[src/rtl/deq_pkg.sv]
// Shared types and constants for the double-ended queue.
// Used by deq_front, deq_back and double_ended_queue; depends on nothing.
package deq_pkg;

   // Command codes on req_cmd
   localparam logic [2:0] CMD_PUSH_FRONT = 3'd0;
   localparam logic [2:0] CMD_PUSH_BACK  = 3'd1;
   localparam logic [2:0] CMD_POP_FRONT  = 3'd2;
   localparam logic [2:0] CMD_POP_BACK   = 3'd3;
   localparam logic [2:0] CMD_DUMP       = 3'd4;

   // Status codes on rsp_status
   localparam logic [1:0] STATUS_OK    = 2'd0;
   localparam logic [1:0] STATUS_EMPTY = 2'd1;
   localparam logic [1:0] STATUS_FULL  = 2'd2;

   // Classified operation handed from front to back
   typedef enum logic [2:0] {
      OP_PUSH_FRONT,
      OP_PUSH_BACK,
      OP_POP_FRONT,
      OP_POP_BACK,
      OP_DUMP,
      OP_NONE
   } op_type;

   // Head of the command queue as seen by the back part
   typedef struct packed {
      logic   valid;
      op_type op;
   } cmd_type;

   // Back part sequencer
   typedef enum logic {
      ST_IDLE,
      ST_DUMP
   } state_type;

endpackage

[src/rtl/double_ended_queue.sv]
// Top level of the double-ended queue: front classifier and command queue,
// back executor with the ring store. Depends on deq_pkg, deq_front, deq_back.
//
//   channel   ports                                          flow control
//   command   start, busy, req_cmd, req_value               start & !busy
//   result    rsp_strobe, rsp_value_out, rsp_status,        strobe only
//             rsp_occupancy, rsp_last
//
// Push, pop and unused codes give one result beat each; a dump gives one beat
// per stored word (one when empty) through the single ring port and takes no
// new command until its last beat. An accepted command goes through the command
// queue to the idle back end and its first beat through the result registers.
// busy rises only when the two-entry command queue is full.
// Reset is synchronous and empties the queue; no clearing pass is needed.
// The receiver cannot stall: every result is shown for exactly one cycle.
module double_ended_queue import deq_pkg::*; #(
   parameter int DEPTH = 16,
   parameter int WIDTH = 32
) (
   input  logic               clock,
   input  logic               reset,
   input  logic               start,
   output logic               busy,
   input  logic [2:0]         req_cmd,
   input  logic signed [31:0] req_value,
   output logic               rsp_strobe,
   output logic signed [31:0] rsp_value_out,
   output logic [1:0]         rsp_status,
   output logic [4:0]         rsp_occupancy,
   output logic               rsp_last
);

   cmd_type          cmd_head;
   logic [WIDTH-1:0] cmd_word;
   logic             cmd_pop;

   deq_front #(
      .WIDTH (WIDTH)
   ) u_front (
      .clock     (clock),
      .reset     (reset),
      .start     (start),
      .busy      (busy),
      .req_cmd   (req_cmd),
      .req_value (req_value),
      .cmd_head  (cmd_head),
      .cmd_word  (cmd_word),
      .cmd_pop   (cmd_pop)
   );

   deq_back #(
      .DEPTH (DEPTH),
      .WIDTH (WIDTH)
   ) u_back (
      .clock         (clock),
      .reset         (reset),
      .cmd_head      (cmd_head),
      .cmd_word      (cmd_word),
      .cmd_pop       (cmd_pop),
      .rsp_strobe    (rsp_strobe),
      .rsp_value_out (rsp_value_out),
      .rsp_status    (rsp_status),
      .rsp_occupancy (rsp_occupancy),
      .rsp_last      (rsp_last)
   );

endmodule

[src/rtl/deq_front.sv]
// Front part: accepts command beats, classifies them and holds them in a
// two-entry command queue. Depends on deq_pkg.
module deq_front import deq_pkg::*; #(
   parameter int WIDTH = 32
) (
   input  logic                clock,
   input  logic                reset,
   input  logic                start,
   output logic                busy,
   input  logic [2:0]          req_cmd,
   input  logic signed [31:0]  req_value,
   output cmd_type             cmd_head,
   output logic [WIDTH-1:0]    cmd_word,
   input  logic                cmd_pop
);

   logic [31:0]      value_bits;
   op_type           op_class;
   logic             push;
   op_type           op_q [2];
   logic [WIDTH-1:0] word_q [2];
   logic             wr_ptr_ff, wr_ptr_in;
   logic             rd_ptr_ff, rd_ptr_in;
   logic [1:0]       fill_ff, fill_in;

   // Classify the incoming command
   always_comb begin
      case (req_cmd)
         CMD_PUSH_FRONT: op_class = OP_PUSH_FRONT;
         CMD_PUSH_BACK:  op_class = OP_PUSH_BACK;
         CMD_POP_FRONT:  op_class = OP_POP_FRONT;
         CMD_POP_BACK:   op_class = OP_POP_BACK;
         CMD_DUMP:       op_class = OP_DUMP;
         default:        op_class = OP_NONE;
      endcase
   end

   assign value_bits = req_value;
   assign busy       = (fill_ff == 2'd2);
   assign push       = start && !busy;

   // Advance queue pointers and fill level
   always_comb begin
      wr_ptr_in = push ? ~wr_ptr_ff : wr_ptr_ff;
      rd_ptr_in = cmd_pop ? ~rd_ptr_ff : rd_ptr_ff;
      fill_in   = fill_ff + {1'b0, push} - {1'b0, cmd_pop};
   end

   always_ff @(posedge clock) begin
      if (reset) begin
         wr_ptr_ff <= 1'b0;
         rd_ptr_ff <= 1'b0;
         fill_ff   <= 2'd0;
      end else begin
         wr_ptr_ff <= wr_ptr_in;
         rd_ptr_ff <= rd_ptr_in;
         fill_ff   <= fill_in;
      end
   end

   // Hold the accepted beat in the queue
   always_ff @(posedge clock) begin
      if (push) begin
         op_q[wr_ptr_ff]   <= op_class;
         word_q[wr_ptr_ff] <= WIDTH'(value_bits);
      end
   end

   assign cmd_head.valid = (fill_ff != 2'd0);
   assign cmd_head.op    = op_q[rd_ptr_ff];
   assign cmd_word       = word_q[rd_ptr_ff];

endmodule

[src/rtl/deq_back.sv]
// Back part: runs queued commands against the ring store and drives the
// result beats. Depends on deq_pkg.
module deq_back import deq_pkg::*; #(
   parameter int DEPTH = 16,
   parameter int WIDTH = 32
) (
   input  logic               clock,
   input  logic               reset,
   input  cmd_type            cmd_head,
   input  logic [WIDTH-1:0]   cmd_word,
   output logic               cmd_pop,
   output logic               rsp_strobe,
   output logic signed [31:0] rsp_value_out,
   output logic [1:0]         rsp_status,
   output logic [4:0]         rsp_occupancy,
   output logic               rsp_last
);

   localparam int AW = (DEPTH > 1) ? $clog2(DEPTH) : 1;
   localparam int CW = $clog2(DEPTH + 1);

   logic [WIDTH-1:0] ring_mem [DEPTH];
   logic [WIDTH-1:0] rd_data_ff;

   state_type        state_ff, state_in;
   logic [AW-1:0]    front_ff, front_in;
   logic [CW-1:0]    count_ff, count_in;
   logic [CW-1:0]    idx_ff, idx_in;

   logic             wr_en;
   logic [AW-1:0]    wr_addr;
   logic             rd_en;
   logic [AW-1:0]    rd_addr;

   logic             res_strobe_ff, res_strobe_in;
   logic             res_mem_ff, res_mem_in;
   logic [1:0]       res_status_ff, res_status_in;
   logic [CW-1:0]    res_occ_ff, res_occ_in;
   logic             res_last_ff, res_last_in;

   logic             is_full;
   logic             is_empty;
   logic             dump_last;

   // Ring position of the word at a given offset from the front
   function automatic logic [AW-1:0] ring_pos(input logic [AW-1:0] base,
                                              input logic [CW-1:0] off);
      logic [CW:0] sum;
      sum = (CW+1)'(base) + (CW+1)'(off);
      if (sum >= (CW+1)'(DEPTH)) sum = sum - (CW+1)'(DEPTH);
      return AW'(sum);
   endfunction

   assign is_full   = (count_ff == CW'(DEPTH));
   assign is_empty  = (count_ff == '0);
   assign dump_last = (idx_ff == count_ff - CW'(1));

   // Next state
   always_comb begin
      state_in = state_ff;
      case (state_ff)
         ST_IDLE: begin
            if (cmd_head.valid && cmd_head.op == OP_DUMP && count_ff > CW'(1))
               state_in = ST_DUMP;
         end
         ST_DUMP: begin
            if (dump_last) state_in = ST_IDLE;
         end
         default: state_in = ST_IDLE;
      endcase
   end

   // Datapath control and result setup
   always_comb begin
      cmd_pop       = 1'b0;
      front_in      = front_ff;
      count_in      = count_ff;
      idx_in        = idx_ff;
      wr_en         = 1'b0;
      wr_addr       = front_ff;
      rd_en         = 1'b0;
      rd_addr       = front_ff;
      res_strobe_in = 1'b0;
      res_mem_in    = 1'b0;
      res_status_in = STATUS_OK;
      res_occ_in    = count_ff;
      res_last_in   = 1'b1;
      case (state_ff)
         ST_IDLE: begin
            if (cmd_head.valid) begin
               cmd_pop       = 1'b1;
               res_strobe_in = 1'b1;
               case (cmd_head.op)
                  OP_PUSH_FRONT, OP_PUSH_BACK: begin
                     if (is_full) begin
                        res_status_in = STATUS_FULL;
                     end else begin
                        wr_en    = 1'b1;
                        count_in = count_ff + CW'(1);
                        if (cmd_head.op == OP_PUSH_FRONT) begin
                           front_in = (front_ff == '0) ? AW'(DEPTH - 1)
                                                       : front_ff - AW'(1);
                           wr_addr  = front_in;
                        end else begin
                           wr_addr = ring_pos(front_ff, count_ff);
                        end
                        res_occ_in = count_in;
                     end
                  end
                  OP_POP_FRONT, OP_POP_BACK: begin
                     if (is_empty) begin
                        res_status_in = STATUS_EMPTY;
                     end else begin
                        rd_en      = 1'b1;
                        res_mem_in = 1'b1;
                        count_in   = count_ff - CW'(1);
                        if (cmd_head.op == OP_POP_FRONT) begin
                           rd_addr  = front_ff;
                           front_in = ring_pos(front_ff, CW'(1));
                        end else begin
                           rd_addr = ring_pos(front_ff, count_in);
                        end
                        // Drop back to the origin once the queue drains
                        if (count_in == '0) front_in = '0;
                        res_occ_in = count_in;
                     end
                  end
                  OP_DUMP: begin
                     if (is_empty) begin
                        res_status_in = STATUS_EMPTY;
                     end else begin
                        rd_en       = 1'b1;
                        res_mem_in  = 1'b1;
                        rd_addr     = front_ff;
                        idx_in      = CW'(1);
                        res_last_in = (count_ff == CW'(1));
                     end
                  end
                  default: begin
                     res_status_in = STATUS_OK;
                  end
               endcase
            end
         end
         ST_DUMP: begin
            // Stream one stored word per cycle, front to back
            rd_en         = 1'b1;
            rd_addr       = ring_pos(front_ff, idx_ff);
            res_strobe_in = 1'b1;
            res_mem_in    = 1'b1;
            res_last_in   = dump_last;
            idx_in        = idx_ff + CW'(1);
         end
         default: begin
            res_strobe_in = 1'b0;
         end
      endcase
   end

   always_ff @(posedge clock) begin
      if (reset) begin
         state_ff      <= ST_IDLE;
         front_ff      <= '0;
         count_ff      <= '0;
         idx_ff        <= '0;
         res_strobe_ff <= 1'b0;
      end else begin
         state_ff      <= state_in;
         front_ff      <= front_in;
         count_ff      <= count_in;
         idx_ff        <= idx_in;
         res_strobe_ff <= res_strobe_in;
      end
   end

   // Result side info, no reset needed
   always_ff @(posedge clock) begin
      res_mem_ff    <= res_mem_in;
      res_status_ff <= res_status_in;
      res_occ_ff    <= res_occ_in;
      res_last_ff   <= res_last_in;
   end

   // Ring store: one write or one registered read per cycle
   always_ff @(posedge clock) begin
      if (wr_en) ring_mem[wr_addr] <= cmd_word;
   end

   always_ff @(posedge clock) begin
      if (rd_en) rd_data_ff <= ring_mem[rd_addr];
   end

   assign rsp_strobe    = res_strobe_ff;
   assign rsp_value_out = res_mem_ff ? signed'(32'(rd_data_ff)) : '0;
   assign rsp_status    = res_status_ff;
   assign rsp_occupancy = 5'(res_occ_ff);
   assign rsp_last      = res_last_ff;

endmodule
[config.mk]
export PLATFORM = sky130hd
export DESIGN_NAME = double_ended_queue
export DESIGN_NICKNAME = d
export VERILOG_FILES = /design/src/rtl/deq_pkg.sv /design/src/rtl/double_ended_queue.sv /design/src/rtl/deq_front.sv /design/src/rtl/deq_back.sv
export SDC_FILE = /design/constraint.sdc
export NUM_CORES = 1
export LEC_CHECK = 0
export BUFFER_PORTS_ARGS = -buffer_cell sky130_fd_sc_hd__buf_2
export CORE_ASPECT_RATIO = 1.5
export CORE_MARGIN = 1
export CORE_UTILIZATION = 40
export CTS_BUF_LIST = sky130_fd_sc_hd__clkbuf_4 sky130_fd_sc_hd__clkbuf_8
export DETAILED_ROUTE_END_ITERATION = 7
export SLEW_MARGIN = 20
export SYNTH_ARGS = -nofsm -noshare
export SYNTH_HDL_FRONTEND = slang
export SYNTH_HIERARCHICAL = 1
export SYNTH_SLANG_ARGS = --single-unit
[constraint.sdc]
create_clock -name clock -period 10.5 [get_ports clock]
set_input_delay 1.05 -clock clock [delete_from_list [all_inputs] [get_ports clock]]
set_output_delay 1.05 -clock clock [all_outputs]
set_load 0.01 [all_outputs]
==> results of run 1 <==
critical path: stages, from the launching register on:
cell      delay (ns)
dfxtp_2         0.33
buf_4           0.62
mux2_4          0.39
nand2b_2        0.13
or3_1           0.49
o311ai_4        0.28
buf_12          0.71
buf_4           0.94
mux2i_1         0.27
mux2i_1         0.10
mux2i_1         0.19
mux2i_1         0.12
metrics by stage:
step	area, um^2	power [W]
2_1_floorplan	26700	0.00495
3_3_place_gp	28000	0.00539
3_5_place_dp	28000	0.00544
4_1_cts	29900	0.00745
5_1_grt	29900	0.00772
6_report	29900	0.00735
cells by family (layout without fill, tap and decap cells):
group | after synthesis | after routing
buffers and inverters | 88 | 288
adder cells (fa/ha/maj) | 22 | 22
flip-flops | 644 | 644
other | 0 | 1
multiplexers | 518 | 518
AND/OR/NAND/NOR | 143 | 143
XOR/XNOR | 20 | 20
AO/OA/AOI/OAI | 68 | 68
final cells by class:
type	instances	area (um^2)	share of cell area (%)
Clock inverter	32	245	0.820
Inverter	14	52.6	0.176
Sequential cell	644	19000	63.6
Tap cell	877	1100	3.67
Clock buffer	136	1650	5.50
Antenna cell	1	2.50	0.00836
Multi-Input combinational cell	771	7210	24.1
Timing Repair Buffer	106	627	2.09
cell usage in the layout (no fill, tap or decap), types with 3 or more instances in the layout:
master,netlist,layout
a311oi_1,3,3
buf_4,25,24
buf_2,15,79
nand2_1,18,18
nor2_4,0,16
mux2_2,6,6
clkbuf_8,0,100
o22ai_1,3,3
fa_1,3,3
a31oi_1,3,3
nand3_1,12,12
clkinv_2,0,7
clkinvlp_4,0,4
inv_1,14,14
a21oi_1,15,14
mux2i_1,481,481
nand2b_1,6,6
dfxtp_1,30,29
xnor2_1,9,8
clkinv_1,0,15
xor2_1,11,11
ha_1,19,19
and2_1,37,37
a21o_1,4,4
edfxtp_1,614,614
clkbuf_4,1,36
nor2_1,36,20
bufinv_16,0,3
o21ai_0,12,12
nor3_1,8,8
or3_1,4,4
nor2b_1,10,9
nand3b_1,3,3
o31ai_1,5,5
mux2_4,30,30
a211oi_1,3,3
flip-flops by register name (all words and copies together), names as in the netlist, named ones only:
signal and cells:
u_back/count_ff 5, u_back/front_ff 4, u_back/idx_ff 5, u_back/rd_data_ff 32, u_back/res_mem_ff 1, u_back/ring_mem 512, u_back/rsp_last 1, u_back/rsp_occupancy 5
u_back/rsp_status 2, u_back/rsp_strobe 1, u_back/state_ff 1, u_front/fill_ff 2, u_front/op_q 6, u_front/rd_ptr_ff 1, u_front/word_q 64, u_front/wr_ptr_ff 1
synthesized netlist by cell type, types with 4 or more instances:
master / n / area share, %
xnor2_1: 9 / 0.30
nor2b_1: 10 / 0.23
or3_1: 4 / 0.094
nand3_1: 12 / 0.22
inv_1: 14 / 0.20
mux2_2: 6 / 0.25
buf_4: 25 / 0.70
nand2b_1: 6 / 0.14
a21oi_1: 15 / 0.28
nor2_1: 36 / 0.51
ha_1: 19 / 0.89
xor2_1: 11 / 0.36
dfxtp_1: 30 / 2.2
mux2_4: 30 / 1.7
edfxtp_1: 614 / 69
o31ai_1: 5 / 0.14
nor3_1: 8 / 0.15
buf_6: 15 / 0.63
clkbuf_1: 13 / 0.18
o21ai_0: 12 / 0.22
and2_1: 37 / 0.87
nand2_1: 18 / 0.25
buf_2: 15 / 0.28
a21o_1: 4 / 0.11
mux2i_1: 481 / 18
where the power goes:
group	switching, W	internal, W
combinational	0.00123	0.000836
sequential	0.0000725	0.00321
clock	0.000916	0.00108
final timing paths:
check	depth (start not counted)	endpoint	start	slack, ns
worst max-delay path	11	u_back/rd_data_ff[30]	register	5.46
worst min-delay path	2	u_front/rd_ptr_ff	u_front/rd_ptr_ff	0.52
worst max register to register	11	u_back/rd_data_ff[30]	register	5.46
worst min register to register	2	u_front/rd_ptr_ff	u_front/rd_ptr_ff	0.52
per-layer routing:
layer / part of all wire (%) / vias to the layer above / routed length [um] / global-route usage, %
li1: - / 6089 / - / -
met1: 41 / 6809 / 22900 / 19.9
met2: 52 / 300 / 28800 / 29.2
met3: 4.3 / 80 / 2390 / 3.00
met4: 2.4 / 0 / 1350 / 6.04
met5: 0 / - / 0 / 0
==> results.md, run 1 <==
* Ports at 80
* Endpoints failing setup at 0
* FP Rows at 115
* Worst Tran Pin Value at 1.15 ns
* Initial core utilization at 40.6%
* DIE AREA at 67800 um^2
* Post-synthesis compound-gate area fraction at 1.79%
* Post-synth ARST share at 0%
* Core Area at between 60000 and 70000 um^2
* Sequential element share of the synthesized area at ~70%
* Final Util at 45.5%
* Total grt overflow at 0
* Worst path required time at 10.89 ns
* PnR worst setup slack at between 5 and 6 ns
* Critical Path AT at 5.43 ns
* Largest net degree at the start of global routing at 130
* Synthesized net count at about 1600
* Tot GR Track Use at 16.5%
* Vias/cell at about 5.1
* TritonCTS buffer count at 95
* Min Hold Slack at between 0.5 and 0.6 ns
* Simple-gate area share of the yosys netlist at 2.80%
* Critical Path End Type: register
* Worst-case clock buffer depth at 3
* Final Hold Vio Count at 0
* Fin crit share at 48.0%
* Multiplexer area fraction after synthesis at about a fifth
* Antenna violations before repair at 1
* Fmax at 0.199 GHz
* Via count of the first global-routing pass at 13977
* Clock Latency Late Sink at about 0.69 ns
* Dpl ws at 5.36 ns
* Worst slew margin at 23.7%
* Final Skew at roughly 0.045 ns
* Post-synth cell types at slightly below 60
* DIE WIDTH at 213 um
* Reg clk slew, reported paths at 0.07 ns
* Detail Route Antenna Nets at 0
* Via count at 13278
* Dpl cells at 2412
* Synth Area in Adders at under 10%
* EDFF count, synth at 614
* Final WL at between 50000 and 60000 um
* Cells after synthesis at 1503
* Pwr dens at 246 nW/um^2
* Finished Layout Cells at 2581
* Violation count after the first detailed-route iteration at 663
* Outcome: complete, no violations
* Share of layout cells above drive strength 1 at a little under a fifth
* H-tree depth at 3
* Setup TNS at 0 ns
* Main combinational cell family by area after synthesis: multiplexers
* CP max FO at 129
* Nets@finish at 1692
* Final Critical Period at 5.04 ns
* Leakage power at 11.2 nW
* Critical path type: reg -> reg
* First-pass GRT wire length at 82600 um
* Post-CTS Setup Bufs at 0
* Syn-to-layout area delta at 12.1%
* DPL Wire Length at slightly below 30000 um
* Worst VDD drop at 176 uV
* Syn Std Cell Area at 26700 um^2
* Port Buffer Count at 79
* Die height at between 300 and 400 um
* Detailed-route wire length per cell at approximately 21 um
* Post-CTS resize count at 0
* Yosys reg bits at 644
* Root buf cell: clkbuf_8
* Sink Count at 644
* Hold/Removal Path Class: reg -> reg
* Max-slew violation count at 0
* Average cell area after synthesis at 17.8 um^2
* RSZ-0062 raised after global routing: no
* GP Congestion at 0.781
* Synth Flop Type: edfxtp_1
* CTS Hold Bufs at 0
* Setup crit start kind: register
* Residual DRC at 0
* Fill count at ~5700
* CTS tree: yes
* Xor and xnor area share after synthesis at less than 1%
* First-pass DRT Iterations at 7
* Max-cap viol count at 0
* Synth Warn # at 6
(Power assumes the default switching activity.)
==> inputs of run 2 (changes only) <==
clock period = 4.2 ns   (was 10.5 ns; I/O delays follow)
==> run 2 against run 1 <==
Against the previous run: register-to-register slack got worse by 5.0 ns; critical endpoint is now u_back/rd_data_ff[18]; clock skew shrank 0.016 ns; hold slack lost 0.42 ns; flip-flop and latch count did not move; highest routed layer unchanged; final area is 2.2% higher.
==> results.md, run 2 (synthesis results as in run 1) <==
* Outcome: complete, no violations
* Post-CTS Setup Bufs at 0
* Detail Route Antenna Nets at 0
* Fin area at slightly above 30000 um^2
* Nets@finish at 1744
* Pwr dens at 602 nW/um^2
* Critical-path top delay cell: nor4b_1
* Worst-case clock buffer depth at 3
* GP Congestion at 0.859
* Total grt overflow at 0
* Largest register FFs at about 510
* Worst path required time at about 4.7 ns
* Root buf cell: clkbuf_8
* Largest net degree at the start of global routing at 70
* Initial core utilization at 40.6%
* Detailed-route wire length per cell at 21.6 um
* Fill count at between 5000 and 6000
* Max stage delay on crit path at 0.45 ns
* TritonCTS buffer count at 95
* Leakage power at about 11 nW
* First-pass DRT Iterations at 5
* Setup TNS at 0 ns
* Via count of the first global-routing pass at 14250
* FP Rows at roughly 120
* Share of layout cells above drive strength 1 at 18.9%
* First-pass GRT wire length at 85300 um
* Bufs and invs on worst path at 4
* Core Area at ~66000 um^2
* Worst slew margin at 36.1%
* Worst path top cell family by delay: multiplexers
* Min Hold Slack at 0.100 ns
* Violation count after the first detailed-route iteration at around 700
* PnR worst setup slack at 0.450 ns
* Sink Count at 644
* Total Power at 0.0184 W
* Hold/Removal Path Class: in -> reg
* Fin crit share at 89.3%
* Die height at 318 um
* Most common cell after layout, fill and taps aside: edfxtp_1
* DIE AREA at 67800 um^2
* Most frequent cells in the layout: edfxtp_1 (614), mux2i_1 (481), clkbuf_8 (98)
* Endpoints failing setup at 0
* DPL Wire Length at 31600 um
* RSZ-0062 raised after global routing: no
* Critical path type: reg -> reg
* Clock Latency Late Sink at roughly 0.67 ns
* Largest regs: u_back/ring_mem (512), u_front/word_q (64), u_back/rd_data_ff (32)
* Max-cap viol count at 0
* Final Hold Vio Count at 0
* Critical Path AT at about 4.2 ns
* Syn-to-layout area delta at 14.5%
* Vias/cell at 5.14
* Largest Register: u_back/ring_mem
* Ports at 80
* Fmax at 0.267 GHz
* DIE WIDTH at 213 um
* CTS tree: yes
* Critical Path End Type: register
* Worst path most repeated cell: mux2i_1
* Final WL at about 57000 um
* Reg clk slew, reported paths at about 0.070 ns
* Critical path cell sequence: buf_4 -> inv_1 -> ha_1 -> nor4b_1 -> or3_1 -> mux2_2 -> mux2i_4 -> buf_12 -> buf_12 -> mux2i_1 -> mux2i_1 -> mux2i_1
* Final Skew at 0.0296 ns
* Setup crit start kind: register
* Tot GR Track Use at between 15 and 20%
* Worst VDD drop at 388 uV
* Worst Tran Pin Value at between 0.9 and 1 ns
* Max-slew violation count at 0
* Antenna violations before repair at 1
* Residual DRC at 0
* Via count at 13531
* H-tree depth at 3
* Port Buffer Count at 79
* Dpl ws at 0.417 ns
* Final Critical Period at 3.75 ns
* Dpl cell area at 28400 um^2
* CP max FO at 33
[run 2: changes by cell type in the layout (fill, tap and decap cells not counted), sizes merged]
cell / before / now
clkinv: 23 / 32
inv: 16 / 17
dlygate4sd3: 0 / 35
clkbuf: 136 / 128
buf: 106 / 123
bufinv: 3 / 1
[run 2: metrics by stage]
step	util, %	cells
after CTS	46.5	2632
after floorplan	-	1503
after global placement	43.2	2429
after detailed placement	43.2	2429
after global routing	46.5	2633
final	46.5	2633
[run 2: layout make-up]
type / count / area (um^2) / share of cell area (%)
Multi-Input combinational cell: 771 / 7210 / 23.6
Inverter: 14 / 52.6 / 0.172
Antenna cell: 1 / 2.50 / 0.00818
Timing Repair Buffer: 158 / 1360 / 4.46
Clock inverter: 40 / 231 / 0.757
Sequential cell: 644 / 19000 / 62.3
Clock buffer: 128 / 1570 / 5.15
Tap cell: 877 / 1100 / 3.59
[run 2: where the power goes]
group	total [W]	switching (W)	leakage, nW	internal [W]
Combinational	0.00537	0.00317	4.71	0.00221
Clock	0.00482	0.00232	0.948	0.00250
Sequential	0.00822	0.000187	5.79	0.00803
Total	0.0184	0.00567	11.5	0.0127
[run 2: layer usage]
metal / routed length, um / track usage, % / share of wire (%) / vias up
met5: 0 / 0 / 0 / -
li1: - / - / - / 6210
met3: 2380 / 2.91 / 4.2 / 110
met4: 1420 / 6.14 / 2.5 / 0
met2: 29300 / 29.9 / 51 / 325
met1: 23800 / 21.0 / 42 / 6886
[run 2: what timing repair did]
item                                   4_1_cts  5_1_grt
hold buffers                                35        0
endpoints found under the hold margin       69        0
gates resized for setup                      0        0
[run 2: final timing paths]
kind                      start               endpoint  slack [ns]  cells after the start
min reg2reg   u_front/rd_ptr_ff               register        0.51                      2
max reg2reg  u_back/count_ff[0]  u_back/rd_data_ff[18]        0.45                     12
max          u_back/count_ff[0]  u_back/rd_data_ff[18]        0.45                     12
min                  req_cmd[1]     u_front/op_q[1][0]        0.10                      2
[run 2: worst reg2reg max path, cell delays in order, from the launching register on]
cell     delay (ns)
dfxtp_1        0.30
buf_4          0.16
inv_1          0.14
ha_1           0.33
nor4b_1        0.45
or3_1          0.31
mux2_2         0.39
mux2i_4        0.17
buf_12         0.30
buf_12         0.31
mux2i_1        0.26
mux2i_1        0.11
mux2i_1        0.30
==> inputs of run 3 (changes only) <==
MAX_ROUTING_LAYER = met4   (was unset)
SKIP_CTS_REPAIR_TIMING = 1   (was unset)
clock period = 4.5 ns   (was 4.2 ns; I/O delays follow)
==> run 3 against run 2 <==
Against the previous run: global-route usage up 0.45 points; largest power group unchanged; final area up 0.10%; critical path type unchanged; highest routed layer unchanged; count of clock-buffer cells in the layout down 5.
==> results.md, run 3 (synthesis results as in run 1) <==
* Worst Tran Pin Value at between 0.9 and 1 ns
* Critical-path top delay cell: nor2_4
* Die height at 318 um
* Largest register FFs at 512
* Fin crit share at 85.6%
* DPL Wire Length at 32300 um
* Vias/cell at 5.10
* Core Area at 65800 um^2
* Detailed-route wire length per cell at ~22 um
* Critical path cell sequence: inv_1 -> ha_1 -> a311o_1 -> nor2_1 -> o21ai_0 -> a22oi_1 -> nand2_1 -> nor2_4 -> buf_12
* Nets@finish at 1741
* Critical Path AT at 4.21 ns
* Pwr dens at between 500 and 600 nW/um^2
* Largest Register: u_back/ring_mem
* DIE WIDTH at 213 um
* First-pass DRT Iterations at 5
* Initial core utilization at roughly two fifths
* Largest net degree at the start of global routing at 59
* Worst path required time at 4.86 ns
* Critical Path End Type: register
* Via count of the first global-routing pass at 14014
* Outcome: complete, no violations
* Hold/Removal Path Class: in -> reg
* H-tree depth at 3
* Worst Reg-to-Reg Cells at 9
* Worst slew margin at 37.9%
* Total grt overflow at 0
* Residual DRC at 0
* Antenna violations before repair at 1
* Syn-to-layout area delta at 14.6%
* R2R Setup Slk at 0.65 ns
* Max stage delay on crit path at 0.66 ns
* Worst VDD drop at between 300 and 400 uV
* Met1 Usage GRT at 20.8%
* TritonCTS buffer count at 95
* Final Critical Period at 3.85 ns
* Critical path type: reg -> reg
* Setup TNS at 0 ns
* Switching Fraction at 30.7%
* Gate power share at between 20% and 30%
* CTS tree: yes
* Reg2reg start: u_back/count_ff[0]
* Final Skew at 0.0232 ns
* Port Buffer Count at 79
* FP Rows at 115
* GP Congestion at 0.842
* CP max FO at 13
* Max-cap viol count at 0
* Final Hold Vio Count at 0
* Most common cell after layout, fill and taps aside: edfxtp_1
* Max-slew violation count at 0
* Met2 usage at 30.1%
* Via count at around 13000
* Tot GR Track Use at 17.6%
* Sequential fraction of design power at 44.5%
* Clock Latency Late Sink at between 0.6 and 0.7 ns
* Violation count after the first detailed-route iteration at 743
* Worst-case clock buffer depth at 3
* Detail Route Antenna Nets at 0
* Busiest layer in global routing: met2
* Setup crit start kind: register
* Clk pwr share at 26.3%
* Share of layout cells above drive strength 1 at 18.5%
* Switch Pwr at 0.00529 W
* Ports at 80
* Leakage power at 11.5 nW
* Endpoints failing setup at 0
* Min Hold Slack at 0.0241 ns
* Final WL at roughly 57000 um
* PnR worst setup slack at 0.647 ns
* Dpl ws at ~0.70 ns
* Worst hold stages at 3
* Root buf cell: clkbuf_8
* First-pass GRT wire length at 84800 um
* Reg-to-Reg End: u_back/ring_mem[2][3]
* Fmax at 0.260 GHz
* Min-Delay Endpoint: u_front/wr_ptr_ff
* RSZ-0062 raised after global routing: no
* Most frequent cells in the layout: edfxtp_1 (614), mux2i_1 (481), clkbuf_8 (98)
* Largest regs: u_back/ring_mem (512), u_front/word_q (64), u_back/rd_data_ff (32)
* Sink Count at 644
* Met3 global-route usage at 2.71%
* Reg clk slew, reported paths at 0.06 ns
* Start point of the worst hold path: start
* Internal Power at 0.0120 W
* DIE AREA at about 68000 um^2
## run 3: cell count changes in the layout (fill, tap and decap cells not counted), sizes merged
cell,delta
bufinv,+2
clkinv,+14
diode,+1
dlygate4sd3,-2
buf,-1
inv,-2
clkinvlp,-2
clkbuf,-5
## run 3: cell type report
cell class              count  area [um^2]
inverters                  14         52.6
flip-flops and latches    644        19000
well taps                 877         1100
multi-input cells         771         7210
clock buffers             123         1540
fillers                  5614        35200
diodes                      2         5.00
repair buffers            155         1360
clock inverters            52          302
## run 3: per-layer routing
| layer | share of wire (%) | vias up |
|---|---|---|
| li1 | - | 6200 |
| met1 | 41 | 6911 |
| met2 | 53 | 257 |
| met3 | 3.8 | 88 |
| met4 | 2.2 | 0 |
| met5 | 0 | - |
## run 3: metrics by stage
stage	std cells	area (um^2)	power (W)	utilization (%)
final	2638	30600	0.0172	46.5
after global routing	2637	30600	0.0181	46.5
after CTS	2603	30300	0.0174	46.0
after detailed placement	2428	28400	0.0129	43.2
after global placement	2428	28400	0.0128	43.2
after floorplan	1503	26700	0.0115	-
## run 3: worst max-delay path by stage
stage                                  start               endpoint  depth (start not counted)
after global placement    u_back/count_ff[1]  u_back/rd_data_ff[16]                         10
after CTS                 u_back/count_ff[0]  u_back/rd_data_ff[21]                         10
after global routing      u_back/count_ff[0]  u_back/rd_data_ff[16]                         10
after floorplan                     register  u_back/ring_mem[0][0]                          9
after detailed placement  u_back/count_ff[0]  u_back/rd_data_ff[21]                         10
final                     u_back/count_ff[0]  u_back/ring_mem[2][3]                          9
## run 3: power groups by stage
stage          clock [W]  sequential, W  combinational (W)
3_5_place_dp           0        0.00780            0.00508
5_1_grt          0.00491        0.00770            0.00545
3_3_place_gp           0        0.00778            0.00499
4_1_cts          0.00468        0.00767            0.00509
2_1_floorplan          0        0.00773            0.00382
6_report         0.00454        0.00767            0.00503
## run 3: critical path, delay by kind of cell, from the launching register on
family,cells,cell delay (ns)
AO/OA/AOI/OAI,3,0.88
flip-flops,1,0.52
adder cells (fa/ha/maj),1,0.33
AND/OR/NAND/NOR,3,1.33
buffers and inverters,2,0.44
